`src/hw/rtl/tljf_pkg.sv`:
```
// Package for the truncated Lennard-Jones force accumulator.
// Holds field widths, register indexes, sequencer codes and the
// controller/datapath command structs. No dependencies.
package tljf_pkg;

  localparam int DIST_W    = 26;
  localparam int DELTA_W   = 28;
  localparam int COEF_W    = 32;
  localparam int FORCE_W   = 48;
  localparam int CFG_W     = 32;
  localparam int CFG_IDX_W = 2;
  localparam int WORD_W    = 64;
  localparam int PROD_W    = 2 * WORD_W;
  localparam int QUO_W     = 41;
  localparam int DCNT_W    = 6;

  localparam logic [CFG_IDX_W-1:0] CFG_CUTOFF = 2'd0;
  localparam logic [CFG_IDX_W-1:0] CFG_COEF   = 2'd1;
  localparam logic [CFG_IDX_W-1:0] CFG_TSS    = 2'd2;

  localparam logic [DIST_W-1:0] CUTOFF_RST = 26'd1048576;
  localparam logic [COEF_W-1:0] COEF_RST   = 32'd19660800;
  localparam logic [DIST_W-1:0] TSS_RST    = 26'd1048576;

  // 1/r is floor(2^40 / r): one quotient bit per dividend bit 40..0.
  localparam logic [DCNT_W-1:0] DIV_TOP = 6'd40;
  localparam logic [WORD_W-1:0] ONE_Q20 = 64'd1048576;

  localparam logic [FORCE_W-1:0] POS_LIM = {1'b0, {(FORCE_W-1){1'b1}}};
  localparam logic [FORCE_W-1:0] NEG_LIM = {1'b1, {(FORCE_W-1){1'b0}}};

  typedef enum logic [2:0] {
    S_IDLE, S_CHECK, S_DIV, S_MUL, S_ACC, S_EMIT
  } state_e;

  typedef enum logic [3:0] {
    OP_INV2, OP_INV4, OP_INV6, OP_INV8, OP_P, OP_M1, OP_M2, OP_X, OP_Y, OP_Z
  } mul_op_e;

  typedef struct packed {
    logic    latch;
    logic    div_run;
    logic    mul_run;
    mul_op_e mul_op;
    logic    set_flag;
    logic    acc_add;
    logic    emit;
  } ctl_cmd_t;

  typedef struct packed {
    logic skip;
    logic r_zero;
    logic last;
    logic div_done;
    logic mul_done;
    logic out_free;
  } dp_status_t;

endpackage

```
`src/hw/rtl/tljf_ctrl.sv`:
```
// Sequencer for the force accumulator: walks check, divide, the multiply
// chain, accumulate and emit. Depends on tljf_pkg.
module tljf_ctrl (
  input  logic                  clk_i,
  input  logic                  rst_ni,
  input  logic                  in_valid_i,
  output logic                  in_ready_o,
  input  tljf_pkg::dp_status_t  sts_i,
  output tljf_pkg::ctl_cmd_t    cmd_o
);
  import tljf_pkg::*;

  state_e  state_q, state_d;
  mul_op_e op_q, op_d;

  always_ff @(posedge clk_i or negedge rst_ni) begin
    if (!rst_ni) begin
      state_q <= S_IDLE;
      op_q    <= OP_INV2;
    end else begin
      state_q <= state_d;
      op_q    <= op_d;
    end
  end

  always_comb begin
    state_d    = state_q;
    op_d       = op_q;
    in_ready_o = 1'b0;
    cmd_o      = '0;
    cmd_o.mul_op = op_q;
    case (state_q)
      S_IDLE: begin
        in_ready_o = 1'b1;
        if (in_valid_i) begin
          cmd_o.latch = 1'b1;
          state_d     = S_CHECK;
        end
      end
      S_CHECK: begin
        if (sts_i.skip) begin
          state_d = S_EMIT;
        end else if (sts_i.r_zero) begin
          // Zero distance inside the cutoff has no direction.
          cmd_o.set_flag = 1'b1;
          state_d        = S_EMIT;
        end else begin
          state_d = S_DIV;
        end
      end
      S_DIV: begin
        cmd_o.div_run = 1'b1;
        if (sts_i.div_done) begin
          op_d    = OP_INV2;
          state_d = S_MUL;
        end
      end
      S_MUL: begin
        cmd_o.mul_run = 1'b1;
        if (sts_i.mul_done) begin
          if (op_q == OP_Z) begin
            state_d = S_ACC;
          end else begin
            op_d = mul_op_e'(op_q + 4'd1);
          end
        end
      end
      S_ACC: begin
        cmd_o.acc_add = 1'b1;
        state_d       = S_EMIT;
      end
      S_EMIT: begin
        if (!sts_i.last) begin
          state_d = S_IDLE;
        end else if (sts_i.out_free) begin
          cmd_o.emit = 1'b1;
          state_d    = S_IDLE;
        end
      end
      default: state_d = S_IDLE;
    endcase
  end

endmodule

```
`config.mk`:
```
export PLATFORM = sky130hd
export DESIGN_NAME = tljf_ctrl
export DESIGN_NICKNAME = d
export VERILOG_FILES = /design/src/hw/rtl/tljf_pkg.sv /design/src/hw/rtl/tljf_ctrl.sv
export SDC_FILE = /design/constraint.sdc
export NUM_CORES = 1
export LEC_CHECK = 0
export ABC_AREA = 1
export BUFFER_PORTS_ARGS = -buffer_cell sky130_fd_sc_hd__clkbuf_2
export CAP_MARGIN = 20
export CORE_AREA = 2 2 40 42
export DETAILED_ROUTE_END_ITERATION = 16
export DIE_AREA = 0 0 42 44
export PLACE_DENSITY = 0.69
export SLEW_MARGIN = 5
export SYNTH_ARGS = -nofsm -noshare
export SYNTH_HDL_FRONTEND = slang
export SYNTH_SLANG_ARGS = --single-unit
export TNS_END_PERCENT = 100
```
`constraint.sdc`:
```
create_clock -name clk_i -period 3 [get_ports clk_i]
set_input_delay 0.15 -clock clk_i [delete_from_list [all_inputs] [get_ports clk_i]]
set_output_delay 0.15 -clock clk_i [all_outputs]
set_load 0.03 [all_outputs]
```
==> results of run 1 <==
==> critical path, stage by stage (launching register included) <==
cell and delay, ns:
dfrtp_1 0.44, inv_1 0.10, nor2_2 0.14, nand2_1 0.08
nor3_1 0.13, clkbuf_2 0.23
==> how the worst max path moves through the flow <==
stage                                start                endpoint  slack (ns)  depth (start not counted)
global route        state_q[0]$_DFFE_PN0P_                cmd_o[2]        1.37                          5
floorplan           state_q[0]$_DFFE_PN0P_                cmd_o[2]        1.55                          4
global placement       op_q[1]$_DFFE_PN0P_  state_q[0]$_DFFE_PN0P_        1.75                          9
CTS                 state_q[0]$_DFFE_PN0P_                cmd_o[2]        1.47                          5
detailed placement     op_q[0]$_DFFE_PN0P_  state_q[0]$_DFFE_PN0P_        1.69                          8
finish              state_q[0]$_DFFE_PN0P_                cmd_o[2]        1.49                          5
==> report_power, final <==
part | switching (mW) | internal [mW]
Sequential | 0.0389 | 0.119
Clock | 0.0321 | 0.0506
Combinational | 0.199 | 0.0910
Total | 0.270 | 0.260
==> final cells by class <==
cell class                 count  area [sq um]  area share, %
clock buffer                   4          26.3           3.78
inverter                      13          48.8           7.03
multi-input combinational     58           319           45.9
sequential                     7           175           25.2
timing repair buffer          20           105           15.1
tap                           16          20.0           2.88
==> synth_stat cells, drive strengths merged <==
cell type  count
dfrtp          7
ha             2
inv           13
nand2         25
nand3         10
nand4          1
nor2          11
nor3           1
o21ai          4
or2            2
xor2           2
==> registers in the layout (all words and copies together) (netlist names) <==
signal   flops
op_q         4
state_q      3
==> layer usage <==
metal	vias up	share of wire (%)	global-route usage (%)
met5	-	0	0
met4	0	0.81	7.74
met3	2	7.2	2.92
met2	22	46	25.6
met1	236	46	15.6
li1	291	-	-
==> cells by family (layout without fill, tap and decap cells) <==
family	count (synthesis)	count (layout)	share of synthesized area (%)
flip-flops	7	7	32.3
adder cells (fa/ha/maj)	2	2	4.61
AND/OR/NAND/NOR	50	50	47.2
AO/OA/AOI/OAI	4	4	3.68
buffers and inverters	13	37	8.99
XOR/XNOR	2	2	3.23
==> through the flow <==
step | hold slack, ns | utilization, % | worst slack, ns
2_1_floorplan | -0.146 | - | 1.55
5_1_grt | 0.246 | 48.9 | 1.37
3_5_place_dp | -0.00167 | 46.4 | 1.69
4_1_cts | 0.229 | 48.9 | 1.47
6_report | 0.233 | 48.9 | 1.49
3_3_place_gp | -0.00362 | 46.4 | 1.75
==> repair_timing <==
item                                   CTS  global route
setup endpoints to repair                0             0
endpoints found under the hold margin    7             0
hold buffers                             1             0
==> flow_summary.json, run 1 <==
{
  "status": "complete, no violations",
  "ys_seq_elements": 7,
  "cp_max_fo": 5,
  "pin_count": 20,
  "routed_wl_mm": 1.12,
  "required_ns": 2.85,
  "worst_pin_slew_ns": 0.240,
  "grt_pass1_wl_mm": 1.98,
  "dpl_cell_area_sq_um": 658,
  "fin_tns_setup_ns": 0,
  "dp.cells": 113,
  "io_buffers": 19,
  "fillCellCount": 148,
  "fin_crit_ns": 1.51,
  "clockBufferDepth": 2,
  "min_from": "sts_i[3]",
  "drc": 0,
  "vdd_drop_max_mv": 0.545,
  "power.density_nw_per_um2": 764,
  "rows": 14,
  "yosysTopAreaCell": "dfrtp_1",
  "worstSetupEndpointType": "output port",
  "cp.arrival_ns": 1.36,
  "crit_type": "flop to output port",
  "dr.pass1.iters": 4,
  "rsz0062_at_grt": "false",
  "drive_above_1_share_pct": 38.2,
  "cts_buffers": 3,
  "finish.cell_count_without_fillers": 118,
  "synthTopCellsByArea": "dfrtp_1, nand2_1, inv_1, nand3_1, nor2_2",
  "drt-vias-per-instance": 4.67,
  "whs_endpoint": "state_q[2]$_DFFE_PN0P_",
  "initial_core_util_pct": 38.3,
  "relSlewSlack_pct": 84.0,
  "fin_worst_skew_ns": 0.00223,
  "total_power_uw": 531,
  "power.leakage_nw": 0.405,
  "seq_area_frac_synth_pct": 32.3,
  "grt_antenna_before_repair": 0,
  "die_h_um": 44,
  "die_width_um": 42,
  "whs_path_depth": 5,
  "fp.coreArea_sq_um": 1420,
  "drv_cap": 0,
  "syn-cell-area_sq_um": 543,
  "grt_max_degree": 9,
  "final.period_utilization_pct": 50.3,
  "r2r-start": "op_q[0]$_DFFE_PN0P_",
  "cts_tree": "yes",
  "gp_congestion": 0.807,
  "syn_area_per_cell_sq_um": 6.96,
  "clock.fmax_mhz": 663,
  "slew_violations": 0,
  "r2r.worst_path.cells": 8,
  "hold_class": "input port to flop",
  "track_usage_pct": 14.2,
  "most-common-layout-cells": "nand2_1, clkbuf_2, inv_1",
  "grt_pass1_vias": 520,
  "syn_inst": 78,
  "setup_viol": 0,
  "fin_area_sq_um": 694,
  "syn-num-nets": 89,
  "worst_r2r_endpoint": "state_q[0]$_DFFE_PN0P_",
  "clock_latency_ns": 0.24,
  "cts_setup_buffers": 0,
  "path_clk_slew_ns": 0.05,
  "ant_nets": 0,
  "cts.sinks": 7,
  "dpl.hpwl_um": 872,
  "cts_resized": 0,
  "die_area_sq_um": 1850,
  "yosysTopAreaCellShare_pct": 32.3,
  "synth.distinct_cells": 18,
  "r2r_setup_slack_ns": 1.68,
  "fin_nets": 114,
  "num_vias": 551,
  "avgRoutedWirePerCell_um": 9.47,
  "critPathLaunchType": "flop",
  "overflow": 0,
  "hold_violations": 0,
  "dr.first_iter.drc_count": 2,
  "n_antenna_cell": 0,
  "final_common_cell": "nand2_1",
  "cts_root_buffer": "clkbuf_4",
  "htreeDepth": 1,
  "yosysWarnings": 0,
  "syn_to_final_growth_pct": 27.9
}
Power figures use the tool's default switching activity.
==> run 2: changes to the inputs <==
- clock period: 3 -> 1.5 ns (I/O delays scaled with it)
==> run 2 against run 1 <==
Routed wire length increased by 2.1%. Combinational power increased by 120%. Register-to-register slack got worse by 1.5 ns. Final cell count increased by 0.85%. Clock-buffer cell count unchanged. Worst setup slack got worse by 1.4 ns. Core utilization increased by 0.79 points. Sequential share of layout area decreased by 0.23 points.
==> flow_summary.json, run 2 (synthesis results as in run 1) <==
{
  "hold_ws_ns": 0.152,
  "total_power_mw": 1.10,
  "multi_input_area_sq_um": 322,
  "p_clk_share_pct": 15.2,
  "required_ns": 1.42,
  "worstPathCellList": "nor2_2, nand2_1, nor3_1, buf_2",
  "worstSetupEndpointType": "output port",
  "grt_pass1_wl_mm": 2.04,
  "worst_pin_slew_ns": 0.250,
  "die_width_um": 42,
  "fin_area_sq_um": 706,
  "dpl_cell_area_sq_um": 666,
  "critPathLaunchType": "flop",
  "drv_cap": 0,
  "fin_nets": 115,
  "cp.arrival_ns": 1.30,
  "cts_tree": "yes",
  "power.density_nw_per_um2": 1550,
  "final_common_cell": "nand2_1",
  "cts.sinks": 7,
  "clockBufferDepth": 2,
  "avgRoutedWirePerCell_um": 9.59,
  "dpl.hpwl_um": 916,
  "pin_count": 20,
  "fp.coreArea_sq_um": 1420,
  "share_seq_of_total_power_pct": 27.8,
  "status": "complete, no violations",
  "clock.fmax_mhz": 726,
  "routed_wl_mm": 1.14,
  "final.period_utilization_pct": 91.8,
  "rsz0062_at_grt": "false",
  "critical_path.top_delay_family": "flip-flops",
  "die_area_sq_um": 1850,
  "vdd_drop_max_mv": 1.09,
  "path_clk_slew_ns": 0.05,
  "switching_share_pct": 50.3,
  "cts_root_buffer": "clkbuf_4",
  "hold_class": "input port to flop",
  "io_buffers": 19,
  "most-common-layout-cells": "nand2_1, clkbuf_2, inv_1",
  "overflow": 0,
  "fillCellCount": 156,
  "dr.first_iter.drc_count": 4,
  "ant_nets": 0,
  "drive_above_1_share_pct": 40.8,
  "htreeDepth": 1,
  "critPathBufInv": 1,
  "cp_max_fo": 6,
  "largest_registers": "op_q (4), state_q (3)",
  "top_register": "op_q",
  "fin_tns_setup_ns": 0,
  "grt_pass1_vias": 517,
  "relSlewSlack_pct": 83.3,
  "comb_power_share_pct": 57.0,
  "gp_congestion": 0.804,
  "drc": 0,
  "seq_area_sq_um": 176,
  "cts_buffers": 3,
  "initial_core_util_pct": 38.3,
  "power_switching_uw": 551,
  "grt_max_degree": 9,
  "p_int_uw": 545,
  "grt_antenna_before_repair": 0,
  "die_h_um": 44,
  "fin_worst_skew_ns": 0.00260,
  "drt-vias-per-instance": 4.55,
  "crit_path_max_incr_delay_ns": 0.46,
  "power.leakage_nw": 0.410,
  "setup_viol": 0,
  "slew_violations": 0,
  "dr.pass1.iters": 4,
  "syn_to_final_growth_pct": 30.0,
  "fin_ws_ns": 0.123,
  "post-place-ws_ns": 0.199,
  "track_usage_pct": 14.9,
  "largest_reg_flops": 4,
  "slowest_stage": "dfrtp_1",
  "rows": 14,
  "hold_violations": 0,
  "num_vias": 542,
  "n_antenna_cell": 0,
  "fin_crit_ns": 1.38,
  "clock_latency_ns": 0.25,
  "crit_type": "flop to output port"
}
## run 2: final cells by class
type | count | share of cell area [%]
Tap cell | 16 | 2.84
Sequential cell | 7 | 25.0
Multi-Input combinational cell | 58 | 45.6
Clock buffer | 4 | 3.72
Inverter | 13 | 6.91
Timing Repair Buffer | 21 | 16.0
## run 2: through the flow
stage	std cells	util [%]
final	119	49.7
after global routing	119	49.7
after floorplan	78	-
after global placement	114	46.9
after CTS	119	49.5
after detailed placement	114	46.9
## run 2: worst register-to-register path, delay by kind of cell (launching register included)
family | cells | cell delay (ns)
and+or+nand+nor | 7 | 0.60
adders and majority gates | 1 | 0.14
buffers and inverters | 1 | 0.07
DFF | 1 | 0.42
## run 2: final timing paths
kind	to	start	slack, ns	cells after the start
setup / recovery	cmd_o[2]	state_q[1]$_DFFE_PN0P_	0.12	4
hold / removal	state_q[2]$_DFFE_PN0P_	sts_i[3]	0.15	5
setup reg to reg	state_q[0]$_DFFE_PN0P_	op_q[1]$_DFFE_PN0P_	0.16	9
hold reg to reg	state_q[0]$_DFFE_PN0P_	state_q[0]$_DFFE_PN0P_	0.56	2
max in group asynchronous	state_q[0]$_DFFE_PN0P_	rst_ni	1.11	2
min in group asynchronous	state_q[2]$_DFFE_PN0P_	rst_ni	0.20	2
## run 2: power groups by stage
stage          logic [mW]  registers [mW]  clock network, mW
2_1_floorplan       0.427           0.325                  0
3_3_place_gp        0.609           0.302                  0
3_5_place_dp        0.620           0.303                  0
4_1_cts             0.626           0.300              0.178
5_1_grt             0.693           0.313              0.185
6_report            0.625           0.305              0.167
## run 2: layer usage
| layer | share of wire [%] | vias up | global-route usage [%] |
|---|---|---|---|
| li1 | - | 290 | - |
| met1 | 47 | 230 | 16.8 |
| met2 | 45 | 20 | 25.9 |
| met3 | 6.9 | 2 | 2.50 |
| met4 | 0.79 | 0 | 9.68 |
| met5 | 0 | - | 0 |
## run 2: what timing repair did
item / CTS / global route
setup endpoints to repair: 0 / 3
setup buffers: 0 / 0
hold buffers: 1 / 0
endpoints found under the hold margin: 7 / 0
gates resized for setup: 0 / 3
==> run 3: changes to the inputs <==
- ABC_AREA: 1 -> not set
- PLACE_DENSITY: 0.69 -> 0.68
==> run 3 against run 2 <==
The flow now finishes with violations (setup timing). Largest power group unchanged. Critical path depth up 1. Highest routed layer unchanged. Final cell count shrank 12%. Sequential power increased by 18%. Largest cell class unchanged. Total power is 44% higher. Clock skew is 0.0020 ns higher. Global-route usage decreased by 1.4 points. Clock power hardly changed. Synthesized cell count decreased by 26%. Critical endpoint is now op_q[3]$_DFFE_PN0P_. Die area unchanged.
==> flow_summary.json, run 3 <==
{
  "syn_to_final_growth_pct": 47.6,
  "utilization_pct": 54.7,
  "cp_max_fo": 3,
  "largest_reg_flops": 4,
  "dr.pass1.iters": 2,
  "fin_ws_ns": -0.0496,
  "top_register": "op_q",
  "yosysTopAreaCellShare_pct": 33.3,
  "rows": 14,
  "critPathBufInv": 0,
  "most-common-layout-cells": "clkbuf_2, buf_4, clkbuf_4",
  "largest_registers": "op_q (4), state_q (3)",
  "p_clk_share_pct": 10.6,
  "fin_tns_setup_ns": -0.0907,
  "fin_crit_ns": 1.55,
  "path_clk_slew_ns": 0.05,
  "cts_buffers": 3,
  "initial_core_util_pct": 37.0,
  "fp.coreArea_sq_um": 1420,
  "track_usage_pct": 13.5,
  "synthSimpleGateAreaFrac_pct": 29.0,
  "clock.fmax_mhz": 645,
  "grt_antenna_before_repair": 0,
  "yosysTopAreaCell": "dfrtp_1",
  "critical_path.top_delay_family": "simple AND/OR/NAND/NOR gates",
  "synth_mux_area_share_pct": 5.95,
  "n_antenna_cell": 0,
  "synth_top_family_by_area": "simple AND/OR/NAND/NOR gates",
  "ys_seq_elements": 7,
  "fillCellCount": 149,
  "htreeDepth": 1,
  "violations": "setup timing",
  "clockBufferDepth": 2,
  "pin_count": 20,
  "async_flop_share_pct": 100,
  "grt_pass1_vias": 469,
  "io_buffers": 19,
  "multi_input_area_sq_um": 342,
  "dpl_cell_area_sq_um": 703,
  "avgRoutedWirePerCell_um": 11.2,
  "cp.arrival_ns": 1.71,
  "drt-vias-per-instance": 5.13,
  "grt_max_degree": 9,
  "fin_area_sq_um": 776,
  "routed_wl_mm": 1.17,
  "worst_pin_slew_ns": 0.260,
  "gp_congestion": 0.783,
  "die_area_sq_um": 1850,
  "slowest_stage": "dfrtp_2",
  "vdd_drop_max_mv": 0.917,
  "syn-cell-area_sq_um": 526,
  "hold_violations": 0,
  "hold_class": "input port to async pin",
  "comb_power_share_pct": 66.6,
  "synth_xor_xnor_area_share_pct": 0,
  "drive_above_1_share_pct": 55.1,
  "overflow": 0,
  "synth_flop_cell": "dfrtp_1",
  "rsz0062_at_grt": "true",
  "critPathLaunchType": "flop",
  "final_common_cell": "clkbuf_2",
  "crit_path_max_incr_delay_ns": 0.40,
  "slew_violations": 0,
  "ys_top_cells_by_count": "dfrtp_1, inv_1, nor2_1, o21ai_1",
  "switching_share_pct": 45.1,
  "power_switching_uw": 712,
  "grt_pass1_wl_mm": 1.86,
  "p_int_uw": 867,
  "die_h_um": 44,
  "synth_edf_count": 0,
  "yosysWarnings": 0,
  "seq_area_frac_synth_pct": 33.3,
  "clock_latency_ns": 0.25,
  "syn_inst": 58,
  "fin_worst_skew_ns": 0.00456,
  "status": "finished, violations left",
  "drv_cap": 0,
  "dpl.hpwl_um": 947,
  "crit_type": "flop to flop",
  "synth-compound-area-share_pct": 20.2,
  "synth.distinct_cells": 33,
  "seq_area_sq_um": 180,
  "final.period_utilization_pct": 103,
  "worstPathCellList": "ha_2, and3b_1, a211o_1, or2_4, o31ai_2",
  "syn-num-nets": 69,
  "synthAdderAreaFrac_pct": 4.76,
  "worstSetupEndpointType": "flop",
  "die_width_um": 42,
  "dr.first_iter.drc_count": 5,
  "fin_nets": 101,
  "num_vias": 539,
  "syn_area_per_cell_sq_um": 9.06,
  "cts_root_buffer": "clkbuf_4",
  "drc": 0,
  "cts_tree": "yes",
  "ant_nets": 0,
  "power.leakage_nw": 0.391,
  "relSlewSlack_pct": 82.6,
  "yosysMostFrequentCell": "dfrtp_1",
  "post-place-ws_ns": -0.0439,
  "setup_viol": 3,
  "total_power_mw": 1.58,
  "cts.sinks": 7,
  "required_ns": 1.66,
  "power.density_nw_per_um2": 2030,
  "synthTopCellsByArea": "dfrtp_1, ha_1, mux2i_1, nand3b_4, o21ai_1",
  "share_seq_of_total_power_pct": 22.8
}
==> run 3: cell count changes after synthesis, sizes merged, moves of 2 or more <==
cell	change
nand2	-23
inv	-9
nand3	-9
nor2	-7
nand2b	+3
nor2b	+3
buf	+2
clkbuf	+2
mux2i	+2
nor3	+2
o31ai	+2
xor2	-2
==> run 3: worst register-to-register path: stages, from the launching register on <==
cell and delay [ns]:
dfrtp_2 0.40, ha_2 0.16, and3b_1 0.20, a211o_1 0.28, or2_4 0.26, o31ai_2 0.16
==> run 3: area by class of cell <==
type | instances | share of cell area, %
clock buffers | 4 | 3.39
inverters | 4 | 1.94
repair buffers | 31 | 24.8
multi-input cells | 43 | 44.0
flip-flops and latches | 7 | 23.2
well taps | 16 | 2.58
==> run 3: routing by layer <==
metal  vias to the layer above  part of all wire, %  GRT usage [%]
li1                        275                    -              -
met1                       244                   43           15.5
met2                        18                   48           24.7
met3                         2                  5.8           1.25
met4                         0                  2.3           7.74
met5                         -                    0              0
==> run 3: power by group through the flow <==
stage	clock network [mW]	registers, mW	logic, mW
floorplan	0	0.382	0.637
global placement	0	0.379	0.951
detailed placement	0	0.383	0.962
CTS	0.176	0.365	1.01
global route	0.181	0.375	1.16
finish	0.168	0.360	1.05
==> run 3: final timing paths <==
check / startpoint / to / slack [ns] / cells after the start
max reg2reg: op_q[0]$_DFFE_PN0P_ / op_q[3]$_DFFE_PN0P_ / -0.05 / 5
max in group asynchronous: rst_ni / state_q[0]$_DFFE_PN0P_ / 1.13 / 2
min: rst_ni / op_q[1]$_DFFE_PN0P_ / 0.19 / 2
max: op_q[0]$_DFFE_PN0P_ / op_q[3]$_DFFE_PN0P_ / -0.05 / 5
min in group clk_i: sts_i[2] / state_q[1]$_DFFE_PN0P_ / 0.23 / 4
min reg2reg: op_q[3]$_DFFE_PN0P_ / op_q[3]$_DFFE_PN0P_ / 0.55 / 1
==> run 3: per-stage QoR <==
step / std cells / hold WS [ns]
final: 105 / 0.191
after CTS: 104 / 0.183
after global routing: 105 / 0.207
after global placement: 98 / -0.0779
after detailed placement: 98 / -0.0795
after floorplan: 58 / -0.221
==> run 3: cell families after synthesis <==
| logic type | after synthesis |
|---|---|
| flops | 7 |
| mux | 3 |
| buf+inv | 8 |
| simple gates | 24 |
| compound gates | 14 |
| fa+ha+maj | 2 |
==> run 3: timing repair <==
item,4_1_cts,5_1_grt
endpoints found under the setup margin,6,8
hold buffers,1,0
setup buffers,1,1
hold endpoints to repair,7,0
gates resized for setup,3,6
